### config.mk
export PLATFORM = sky130hd
export DESIGN_NAME = keyed_record_table_flat
export DESIGN_NICKNAME = d
export VERILOG_FILES = /design/src/sv/krt_pkg.sv /design/src/sv/krt_in_if.sv /design/src/sv/krt_out_if.sv /design/src/sv/krt_ctrl.sv /design/src/sv/krt_dp.sv /design/src/sv/keyed_record_table.sv /design/src/flat_wrapper.sv
export SDC_FILE = /design/constraint.sdc
export NUM_CORES = 1
export LEC_CHECK = 0
export ABC_CLOCK_PERIOD_IN_PS = 11850
export BUFFER_PORTS_ARGS = -buffer_cell sky130_fd_sc_hd__buf_2
export CORE_AREA = 10 10 295 297
export DETAILED_ROUTE_END_ITERATION = 12
export DIE_AREA = 0 0 305 307
export PLACE_DENSITY = 0.85
export SYNTH_ARGS = -nofsm -noshare
export SYNTH_HDL_FRONTEND = slang
export SYNTH_HIERARCHICAL = 1
export SYNTH_SLANG_ARGS = --single-unit
export TNS_END_PERCENT = 100
### constraint.sdc
create_clock -name clk -period 11.85 [get_ports clk]
set_input_delay 0.5925 -clock clk [delete_from_list [all_inputs] [get_ports clk]]
set_output_delay 0.5925 -clock clk [all_outputs]
set_load 0.01 [all_outputs]
### src/sv/krt_pkg.sv
// Shared types and constants for the keyed record table.
// Used by the interfaces, the controller, the datapath and the top level.
package krt_pkg;

  localparam int KRT_DEPTH = 16;

  localparam int KIND_W   = 2;
  localparam int KEY_W    = 32;
  localparam int SAL_W    = 32;
  localparam int STATUS_W = 2;
  localparam int SLOT_W   = 4;
  localparam int TOTAL_W  = 5;
  localparam int CAP_W    = 5;

  localparam logic [CAP_W-1:0] CAP_RESET = 5'd16;

  localparam logic [KIND_W-1:0] KIND_ADD    = 2'd0;
  localparam logic [KIND_W-1:0] KIND_SEARCH = 2'd1;
  localparam logic [KIND_W-1:0] KIND_DELETE = 2'd2;
  localparam logic [KIND_W-1:0] KIND_UPDATE = 2'd3;

  localparam logic [STATUS_W-1:0] ST_OK      = 2'd0;
  localparam logic [STATUS_W-1:0] ST_FULL    = 2'd1;
  localparam logic [STATUS_W-1:0] ST_EMPTY   = 2'd2;
  localparam logic [STATUS_W-1:0] ST_MISSING = 2'd3;

  // How the datapath closes out a command.
  localparam int FIN_W = 3;
  localparam logic [FIN_W-1:0] FIN_ADD   = 3'd0;
  localparam logic [FIN_W-1:0] FIN_EMPTY = 3'd1;
  localparam logic [FIN_W-1:0] FIN_MISS  = 3'd2;
  localparam logic [FIN_W-1:0] FIN_FOUND = 3'd3;
  localparam logic [FIN_W-1:0] FIN_DEL   = 3'd4;

  typedef struct packed {
    logic             load;
    logic             walk;
    logic             shift;
    logic             start_shift;
    logic             finish;
    logic [FIN_W-1:0] fin;
  } krt_cmd_t;

  typedef struct packed {
    logic is_add;
    logic is_del;
    logic is_empty;
    logic hit;
    logic miss;
    logic shift_done;
  } krt_stat_t;

endpackage

### src/sv/krt_in_if.sv
// Command channel of the keyed record table: valid/ready plus the command fields.
// Depends on krt_pkg for the field widths.
interface krt_in_if;
  import krt_pkg::*;

  logic              valid;
  logic              ready;
  logic [KIND_W-1:0] kind;
  logic [KEY_W-1:0]  record_id;
  logic [SAL_W-1:0]  salary;

  modport source (output valid, kind, record_id, salary, input ready);
  modport sink   (input valid, kind, record_id, salary, output ready);
endinterface

### src/sv/krt_out_if.sv
// Response channel of the keyed record table: valid/ready plus the result fields.
// Depends on krt_pkg for the field widths.
interface krt_out_if;
  import krt_pkg::*;

  logic                valid;
  logic                ready;
  logic [STATUS_W-1:0] status;
  logic [SLOT_W-1:0]   slot;
  logic [SAL_W-1:0]    out_salary;
  logic [TOTAL_W-1:0]  entry_total;

  modport source (output valid, status, slot, out_salary, entry_total, input ready);
  modport sink   (input valid, status, slot, out_salary, entry_total, output ready);
endinterface

### src/sv/krt_ctrl.sv
// Controller for the keyed record table: sequences accept, search, shift and response.
// Depends on krt_pkg for the command and status structs.
module krt_ctrl import krt_pkg::*; (
  input  logic      clk,
  input  logic      rst,
  input  logic      in_valid,
  output logic      in_ready,
  output logic      out_valid,
  input  logic      out_ready,
  input  krt_stat_t stat,
  output krt_cmd_t  cmd
);

  localparam logic [1:0] S_IDLE   = 2'd0;
  localparam logic [1:0] S_DECIDE = 2'd1;
  localparam logic [1:0] S_SEARCH = 2'd2;
  localparam logic [1:0] S_SHIFT  = 2'd3;

  logic [1:0] state;
  logic [1:0] state_next;
  logic       out_free;

  // A new response may be written when the output register is empty or being drained.
  assign out_free = !out_valid || out_ready;
  assign in_ready = (state == S_IDLE);

  always_comb begin
    state_next = state;
    cmd        = '0;
    cmd.fin    = FIN_ADD;
    unique case (state)
      S_IDLE: begin
        if (in_valid) begin
          cmd.load   = 1'b1;
          state_next = S_DECIDE;
        end
      end
      S_DECIDE: begin
        if (stat.is_add) begin
          if (out_free) begin
            cmd.finish = 1'b1;
            cmd.fin    = FIN_ADD;
            state_next = S_IDLE;
          end
        end else if (stat.is_del && stat.is_empty) begin
          if (out_free) begin
            cmd.finish = 1'b1;
            cmd.fin    = FIN_EMPTY;
            state_next = S_IDLE;
          end
        end else begin
          state_next = S_SEARCH;
        end
      end
      S_SEARCH: begin
        if (stat.hit) begin
          if (stat.is_del) begin
            cmd.start_shift = 1'b1;
            state_next      = S_SHIFT;
          end else if (out_free) begin
            cmd.finish = 1'b1;
            cmd.fin    = FIN_FOUND;
            state_next = S_IDLE;
          end
        end else if (stat.miss) begin
          if (out_free) begin
            cmd.finish = 1'b1;
            cmd.fin    = FIN_MISS;
            state_next = S_IDLE;
          end
        end else begin
          cmd.walk = 1'b1;
        end
      end
      S_SHIFT: begin
        if (!stat.shift_done) begin
          cmd.shift = 1'b1;
        end else if (out_free) begin
          cmd.finish = 1'b1;
          cmd.fin    = FIN_DEL;
          state_next = S_IDLE;
        end
      end
      default: begin
        state_next = S_IDLE;
      end
    endcase
  end

  always_ff @(posedge clk) begin
    if (rst) begin
      state     <= S_IDLE;
      out_valid <= 1'b0;
    end else begin
      state <= state_next;
      if (cmd.finish) begin
        out_valid <= 1'b1;
      end else if (out_ready) begin
        out_valid <= 1'b0;
      end
    end
  end

endmodule

### src/sv/krt_dp.sv
// Datapath for the keyed record table: record memories, count, walk pointer and
// response registers. Depends on krt_pkg; driven by krt_ctrl.
module krt_dp import krt_pkg::*; #(
  parameter int DEPTH = KRT_DEPTH
) (
  input  logic                clk,
  input  logic                rst,
  input  logic                cfg_we,
  input  logic [CAP_W-1:0]    cfg_wdata,
  input  logic [KIND_W-1:0]   in_kind,
  input  logic [KEY_W-1:0]    in_key,
  input  logic [SAL_W-1:0]    in_salary,
  input  krt_cmd_t            cmd,
  output krt_stat_t           stat,
  output logic [STATUS_W-1:0] res_status,
  output logic [SLOT_W-1:0]   res_slot,
  output logic [SAL_W-1:0]    res_salary,
  output logic [TOTAL_W-1:0]  res_total
);

  localparam int AW = (DEPTH > 1) ? $clog2(DEPTH) : 1;
  localparam int CW = $clog2(DEPTH + 1);
  localparam int XW = (CW > CAP_W) ? CW : CAP_W;

  logic [KEY_W-1:0] key_mem [DEPTH];
  logic [SAL_W-1:0] val_mem [DEPTH];

  logic [CAP_W-1:0]  capacity;
  logic [CW-1:0]     count;
  logic [CW-1:0]     count_next;
  logic [KIND_W-1:0] kind;
  logic [KEY_W-1:0]  key;
  logic [SAL_W-1:0]  sal;
  logic [CW-1:0]     idx;
  logic              pend;
  logic [AW-1:0]     pend_idx;
  logic [KEY_W-1:0]  rd_key;
  logic [SAL_W-1:0]  rd_val;
  logic [AW-1:0]     pos;
  logic [SAL_W-1:0]  hval;

  logic              rd_go;
  logic              rd_en;
  logic              full;
  logic              mem_we;
  logic [AW-1:0]     wr_addr;
  logic [KEY_W-1:0]  wr_key;
  logic [SAL_W-1:0]  wr_val;
  logic [STATUS_W-1:0] fin_status;
  logic [AW-1:0]     fin_slot;
  logic [SAL_W-1:0]  fin_salary;

  assign rd_go = (idx < count);
  assign rd_en = (cmd.walk || cmd.shift) && rd_go;
  assign full  = (XW'(count) >= XW'(capacity)) || (count >= CW'(DEPTH));

  assign stat.is_add     = (kind == KIND_ADD);
  assign stat.is_del     = (kind == KIND_DELETE);
  assign stat.is_empty   = (count == '0);
  assign stat.hit        = pend && (rd_key == key);
  assign stat.miss       = !(pend && (rd_key == key)) && !rd_go;
  assign stat.shift_done = !rd_go && !pend;

  // Memory write port: shift moves, appends and salary updates never coincide.
  always_comb begin
    mem_we  = 1'b0;
    wr_addr = pend_idx - AW'(1);
    wr_key  = rd_key;
    wr_val  = rd_val;
    if (cmd.shift && pend) begin
      mem_we = 1'b1;
    end
    if (cmd.finish && cmd.fin == FIN_ADD && !full) begin
      mem_we  = 1'b1;
      wr_addr = AW'(count);
      wr_key  = key;
      wr_val  = sal;
    end
    if (cmd.finish && cmd.fin == FIN_FOUND && kind == KIND_UPDATE) begin
      mem_we  = 1'b1;
      wr_addr = pend_idx;
      wr_key  = rd_key;
      wr_val  = sal;
    end
  end

  always_comb begin
    fin_status = ST_OK;
    fin_slot   = '0;
    fin_salary = '0;
    count_next = count;
    case (cmd.fin)
      FIN_ADD: begin
        if (full) begin
          fin_status = ST_FULL;
        end else begin
          fin_slot   = AW'(count);
          fin_salary = sal;
          count_next = count + CW'(1);
        end
      end
      FIN_EMPTY: fin_status = ST_EMPTY;
      FIN_MISS:  fin_status = ST_MISSING;
      FIN_FOUND: begin
        fin_slot   = pend_idx;
        fin_salary = (kind == KIND_UPDATE) ? sal : rd_val;
      end
      FIN_DEL: begin
        fin_slot   = pos;
        fin_salary = hval;
        count_next = count - CW'(1);
      end
      default: fin_status = ST_MISSING;
    endcase
  end

  always_ff @(posedge clk) begin
    if (mem_we) begin
      key_mem[wr_addr] <= wr_key;
      val_mem[wr_addr] <= wr_val;
    end
    if (rd_en) begin
      rd_key <= key_mem[AW'(idx)];
      rd_val <= val_mem[AW'(idx)];
    end
  end

  always_ff @(posedge clk) begin
    if (rst) begin
      capacity <= CAP_RESET;
      count    <= '0;
      idx      <= '0;
      pend     <= 1'b0;
    end else begin
      if (cfg_we) begin
        capacity <= cfg_wdata;
      end
      if (cmd.finish) begin
        count <= count_next;
      end
      if (cmd.load) begin
        idx  <= '0;
        pend <= 1'b0;
      end else if (cmd.start_shift) begin
        idx  <= CW'(pend_idx) + CW'(1);
        pend <= 1'b0;
      end else if (cmd.walk || cmd.shift) begin
        if (rd_go) begin
          idx  <= idx + CW'(1);
          pend <= 1'b1;
        end else begin
          pend <= 1'b0;
        end
      end
    end
  end

  always_ff @(posedge clk) begin
    if (cmd.load) begin
      kind <= in_kind;
      key  <= in_key;
      sal  <= in_salary;
    end
    if ((cmd.walk || cmd.shift) && rd_go) begin
      pend_idx <= AW'(idx);
    end
    if (cmd.start_shift) begin
      pos  <= pend_idx;
      hval <= rd_val;
    end
    if (cmd.finish) begin
      res_status <= fin_status;
      res_slot   <= SLOT_W'(fin_slot);
      res_salary <= fin_salary;
      res_total  <= TOTAL_W'(count_next);
    end
  end

endmodule

### src/sv/keyed_record_table.sv
// Keyed record table top level: an unsorted table of id/salary records held in
// a single-port-write memory, one command at a time. Add and delete-on-empty
// finish without a search; search, update and delete walk the table with a
// linear search, which reads one slot per cycle. A delete then moves every
// record behind the removed one down by one slot. The next command is accepted
// while the previous response still waits to be taken.
// Depends on krt_pkg, krt_in_if, krt_out_if, krt_ctrl and krt_dp.
module keyed_record_table import krt_pkg::*; #(
  parameter int DEPTH = KRT_DEPTH
) (
  input  logic             clk,
  input  logic             rst,
  input  logic             cfg_we,
  input  logic [CAP_W-1:0] cfg_wdata,
  krt_in_if.sink           req,
  krt_out_if.source        rsp
);

  krt_cmd_t  cmd;
  krt_stat_t stat;

  krt_ctrl u_ctrl (
    .clk       (clk),
    .rst       (rst),
    .in_valid  (req.valid),
    .in_ready  (req.ready),
    .out_valid (rsp.valid),
    .out_ready (rsp.ready),
    .stat      (stat),
    .cmd       (cmd)
  );

  krt_dp #(.DEPTH(DEPTH)) u_dp (
    .clk        (clk),
    .rst        (rst),
    .cfg_we     (cfg_we),
    .cfg_wdata  (cfg_wdata),
    .in_kind    (req.kind),
    .in_key     (req.record_id),
    .in_salary  (req.salary),
    .cmd        (cmd),
    .stat       (stat),
    .res_status (rsp.status),
    .res_slot   (rsp.slot),
    .res_salary (rsp.out_salary),
    .res_total  (rsp.entry_total)
  );

endmodule

### src/flat_wrapper.sv
// flat-port wrapper written by rule: the top's interface ports become plain ports
module keyed_record_table_flat import krt_pkg::*;
#(
  parameter int DEPTH = KRT_DEPTH
)
  (clk, rst, cfg_we, cfg_wdata, req_valid, req_kind, req_record_id, req_salary, req_ready, rsp_valid, rsp_status, rsp_slot, rsp_out_salary, rsp_entry_total, rsp_ready);
  krt_in_if req_i ();
  krt_out_if rsp_i ();
  input  logic clk;
  input  logic rst;
  input  logic cfg_we;
  input  logic [CAP_W-1:0] cfg_wdata;
  input wire logic [$bits(req_i.valid)-1:0] req_valid;
  input wire logic [$bits(req_i.kind)-1:0] req_kind;
  input wire logic [$bits(req_i.record_id)-1:0] req_record_id;
  input wire logic [$bits(req_i.salary)-1:0] req_salary;
  output wire logic [$bits(req_i.ready)-1:0] req_ready;
  output wire logic [$bits(rsp_i.valid)-1:0] rsp_valid;
  output wire logic [$bits(rsp_i.status)-1:0] rsp_status;
  output wire logic [$bits(rsp_i.slot)-1:0] rsp_slot;
  output wire logic [$bits(rsp_i.out_salary)-1:0] rsp_out_salary;
  output wire logic [$bits(rsp_i.entry_total)-1:0] rsp_entry_total;
  input wire logic [$bits(rsp_i.ready)-1:0] rsp_ready;
  assign req_i.valid = req_valid;
  assign req_i.kind = req_kind;
  assign req_i.record_id = req_record_id;
  assign req_i.salary = req_salary;
  assign req_ready = req_i.ready;
  assign rsp_valid = rsp_i.valid;
  assign rsp_status = rsp_i.status;
  assign rsp_slot = rsp_i.slot;
  assign rsp_out_salary = rsp_i.out_salary;
  assign rsp_entry_total = rsp_i.entry_total;
  assign rsp_i.ready = rsp_ready;
  keyed_record_table #(.DEPTH(DEPTH)) u_core (.clk(clk), .rst(rst), .cfg_we(cfg_we), .cfg_wdata(cfg_wdata), .req(req_i), .rsp(rsp_i));
endmodule
==> results.json <==
{
  "layout.nets": 2362,
  "crit_type": "reg2reg",
  "fin_cells": 3438,
  "final-hold-violation-count": 0,
  "synth_area_um2": 48380,
  "post-cts-setup-buffer-count": 0,
  "syn_nets": 2191,
  "ys_seq_elements": 1256,
  "power_frac_comb_pct": 4.9,
  "power.switching_w": 0.001960,
  "pin_count": 121,
  "worstHoldEndpoint": "u_core/u_dp/key[28]",
  "place.gp.congestion": 0.7823,
  "reg2reg_from": "u_core/u_dp/rd_key[29]",
  "drive_above_1_share_pct": 31.26,
  "io_buffer_count": 120,
  "dp_hpwl_um": 60040,
  "core_area_um2": 81320,
  "drt_first_pass_iters": 6,
  "routed_wirelength_um": 116500,
  "tns_ps": 0,
  "drt_iter0_drc": 2942,
  "skew_ps": 27.35,
  "vias": 23550,
  "synth_warnings": 6,
  "grt_pass1_wl_um": 171400,
  "drv_slew": 0,
  "grt_max_degree": 73,
  "synthArstFlopShare_pct": 0,
  "period_share_pct": 59.58,
  "clockPowerShare_pct": 39.5,
  "fmax_mhz": 141.6,
  "post-place-cells": 3224,
  "start_util_pct": 59.49,
  "fp.dieW_um": 305,
  "synth-edff-count": 1237,
  "setup_viol": 0,
  "cts_buffers": 116,
  "synth.distinct_cells": 69,
  "cts_tree": "yes",
  "cp_max_fo": 58,
  "maxCapViolCount": 0,
  "clk_pin_slew_ps": 60,
  "drt-vias-per-instance": 6.851,
  "min_period_ps": 7060,
  "rsz0062_at_grt": "no",
  "antenna_found_initial": 2,
  "worst_pin_slew_ps": 1319,
  "postSynthAreaPerCell_um2": 23.03,
  "peakVddDrop_mv": 0.1303,
  "dieArea_um2": 93640,
  "insertion_delay_ps": 690,
  "p_leak_nw": 16.69,
  "wl_per_cell_um": 33.90,
  "min_from": "req_record_id[28]",
  "hold_buffers": 0,
  "die_h_um": 307,
  "track_usage_pct": 24.78,
  "drc": 0,
  "synth_flop_cell": "edfxtp_1",
  "rows": 105,
  "gr-total-overflow": 0,
  "cp_data_arrival_time_ps": 7360,
  "powerDensity_nw_per_um2": 170.5,
  "cts.sinks": 1256,
  "grt_pass1_vias": 24630,
  "hold_class": "in2reg",
  "rrSetupSlack_ps": 4790,
  "h-tree-depth": 3,
  "slew_headroom_pct": 12.09,
  "syn_to_final_growth_pct": 11.41,
  "clockRootBuffer": "clkbuf_16",
  "start_kind": "flop",
  "synth_cells": 2101,
  "rr_worst_depth": 18,
  "cts_resized": 0,
  "worstPathRequired_ps": 12150,
  "p_int_w": 0.007232,
  "end_kind": "flop",
  "antenna_left": 0,
  "clk_path_buf_depth": 3,
  "r2r_end": "u_core/u_dp/key_mem[4][1]",
  "swShare_pct": 21.32,
  "pwr-share-seq_pct": 55.6,
  "fillers": 4716,
  "outcome": "finished, final reports clean",
  "ys_seq_area_share_pct": 77.56,
  "holdPathStages": 1
}
[kinds of logic (layout without fill, tap and decap cells)]
family	Yosys count	count (layout)	synth area share, %
AO/OA/AOI/OAI	107	107	1.849
XOR/XNOR	40	40	0.7241
adder cells (fa/ha/maj)	14	14	0.3621
buffers and inverters	160	426	1.422
flip-flops	1256	1256	77.56
multiplexers	395	395	16.61
other	0	1	0
AND/OR/NAND/NOR	129	129	1.466
[flip-flops by register name (all words and copies together) (netlist names), 32 cells and up]
name	count
u_core/u_dp/hval	32
u_core/u_dp/rd_val	32
u_core/u_dp/sal	32
u_core/u_dp/res_salary	32
u_core/u_dp/key	32
u_core/u_dp/val_mem	512
u_core/u_dp/rd_key	32
u_core/u_dp/key_mem	512
[critical path, stage by stage, from the launching register on]
cell      delay, ps
edfxtp_1        440
xnor2_1         210
nand4_1         260
nor4_1          410
nand4_1         210
nor4_1          380
buf_4           240
or2_2           150
nand4_2         140
o211ai_1        130
buf_4           670
or3b_1          460
nor3_1          300
o21ai_4         100
buf_4           320
nand3_1         200
nand3_1         380
nor2_4          830
buf_4           780
[worst max path at each step]
stage / start / endpoint / slack [ps] / cells past startpoint
2_1_floorplan: u_core/u_dp/count[0] / u_core/u_dp/key_mem[6][0] / 3820 / 13
3_3_place_gp: u_core/u_dp/idx[1] / u_core/u_dp/key_mem[5][1] / 5190 / 18
3_5_place_dp: u_core/u_dp/idx[1] / u_core/u_dp/key_mem[0][16] / 4930 / 18
4_1_cts: u_core/u_dp/rd_key[29] / u_core/u_dp/key_mem[4][2] / 4820 / 18
5_1_grt: u_core/u_dp/rd_key[29] / u_core/u_dp/key_mem[13][1] / 4470 / 18
6_report: u_core/u_dp/rd_key[29] / u_core/u_dp/key_mem[4][1] / 4790 / 18
[cell usage after synthesis, drive strengths merged, types with 9 or more instances]
library cell	count	area, um^2
mux2i	11	110.1
nor3	9	66.32
nand4	11	81.32
clkbuf	53	198.9
buf	49	271.5
a222oi	35	350.3
mux4	320	7207
nand3	13	70.07
edfxtp	1237	37150
nor2	35	133.9
and2	9	56.30
a21oi	16	91.34
ha	14	175.2
o21ai	15	78.82
dfxtp	19	380.4
xnor2	34	297.8
inv	57	214.0
nand2	18	67.56
mux2	64	720.7
[layout by cell type (no fill, tap or decap), types with 3 or more instances in the layout]
cell	count
clkbuf_16	117
edfxtp_1	1237
a21oi_1	15
mux4_2	320
or2_2	3
xnor2_1	34
nor3_1	6
nor2_1	28
mux2i_1	11
o211ai_1	3
clkinv_2	21
buf_4	35
nor2_4	6
nand2_1	17
dfxtp_4	4
xor2_1	6
and3_1	3
mux2_2	64
clkinv_1	26
nand2b_1	4
nor2b_4	5
a21o_1	7
nor2b_1	3
nand3_1	12
inv_1	55
dfxtp_1	15
a222oi_1	35
nor4_1	3
nand4_1	9
buf_2	120
and2_4	5
bufinv_16	10
clkbuf_1	34
o21ai_0	13
and2_1	4
ha_1	14
a211oi_1	7
[power by group through the flow]
stage	Combinational, W	Clock, W	Sequential, W
2_1_floorplan	0.000258	0	0.00519
3_3_place_gp	0.000412	0	0.00518
3_5_place_dp	0.000439	0	0.00519
4_1_cts	0.000449	0.00367	0.00511
5_1_grt	0.000481	0.00383	0.00511
6_report	0.000454	0.00363	0.00511
[routing by layer]
layer / GRT usage (%) / routed length (um) / up-vias
met5: 0 / 0 / -
met2: 43.34 / 61740 / 1669
met3: 4.250 / 10530 / 313
li1: - / - / 9233
met4: 9.488 / 4636 / 0
met1: 30.81 / 39640 / 12340
[final cells by class]
type / count / area, um^2 / share of cell area (%)
sequential: 1256 / 37540 / 69.65
multi-input combinational: 685 / 10290 / 19.09
clock buffer: 153 / 3083 / 5.720
tap: 1070 / 1339 / 2.484
timing repair buffer: 155 / 863.3 / 1.602
clock inverter: 60 / 563.0 / 1.045
inverter: 58 / 219.0 / 0.4062
antenna: 1 / 2.502 / 0.004643
[through the flow]
stage / instance area (um^2) / setup WS (ps) / utilization, % / power, W / hold WS [ps]
floorplan: 48380 / 3824 / - / 0.005450 / 402.9
global placement: 50250 / 5195 / 61.79 / 0.005596 / 451.3
detailed placement: 50250 / 4932 / 61.79 / 0.005634 / 463.0
CTS: 53900 / 4819 / 66.28 / 0.009228 / 42.30
global route: 53900 / 4472 / 66.28 / 0.009420 / 58.13
finish: 53900 / 4790 / 66.28 / 0.009192 / 74.20
Note: power is estimated with default switching activity, not from simulation.
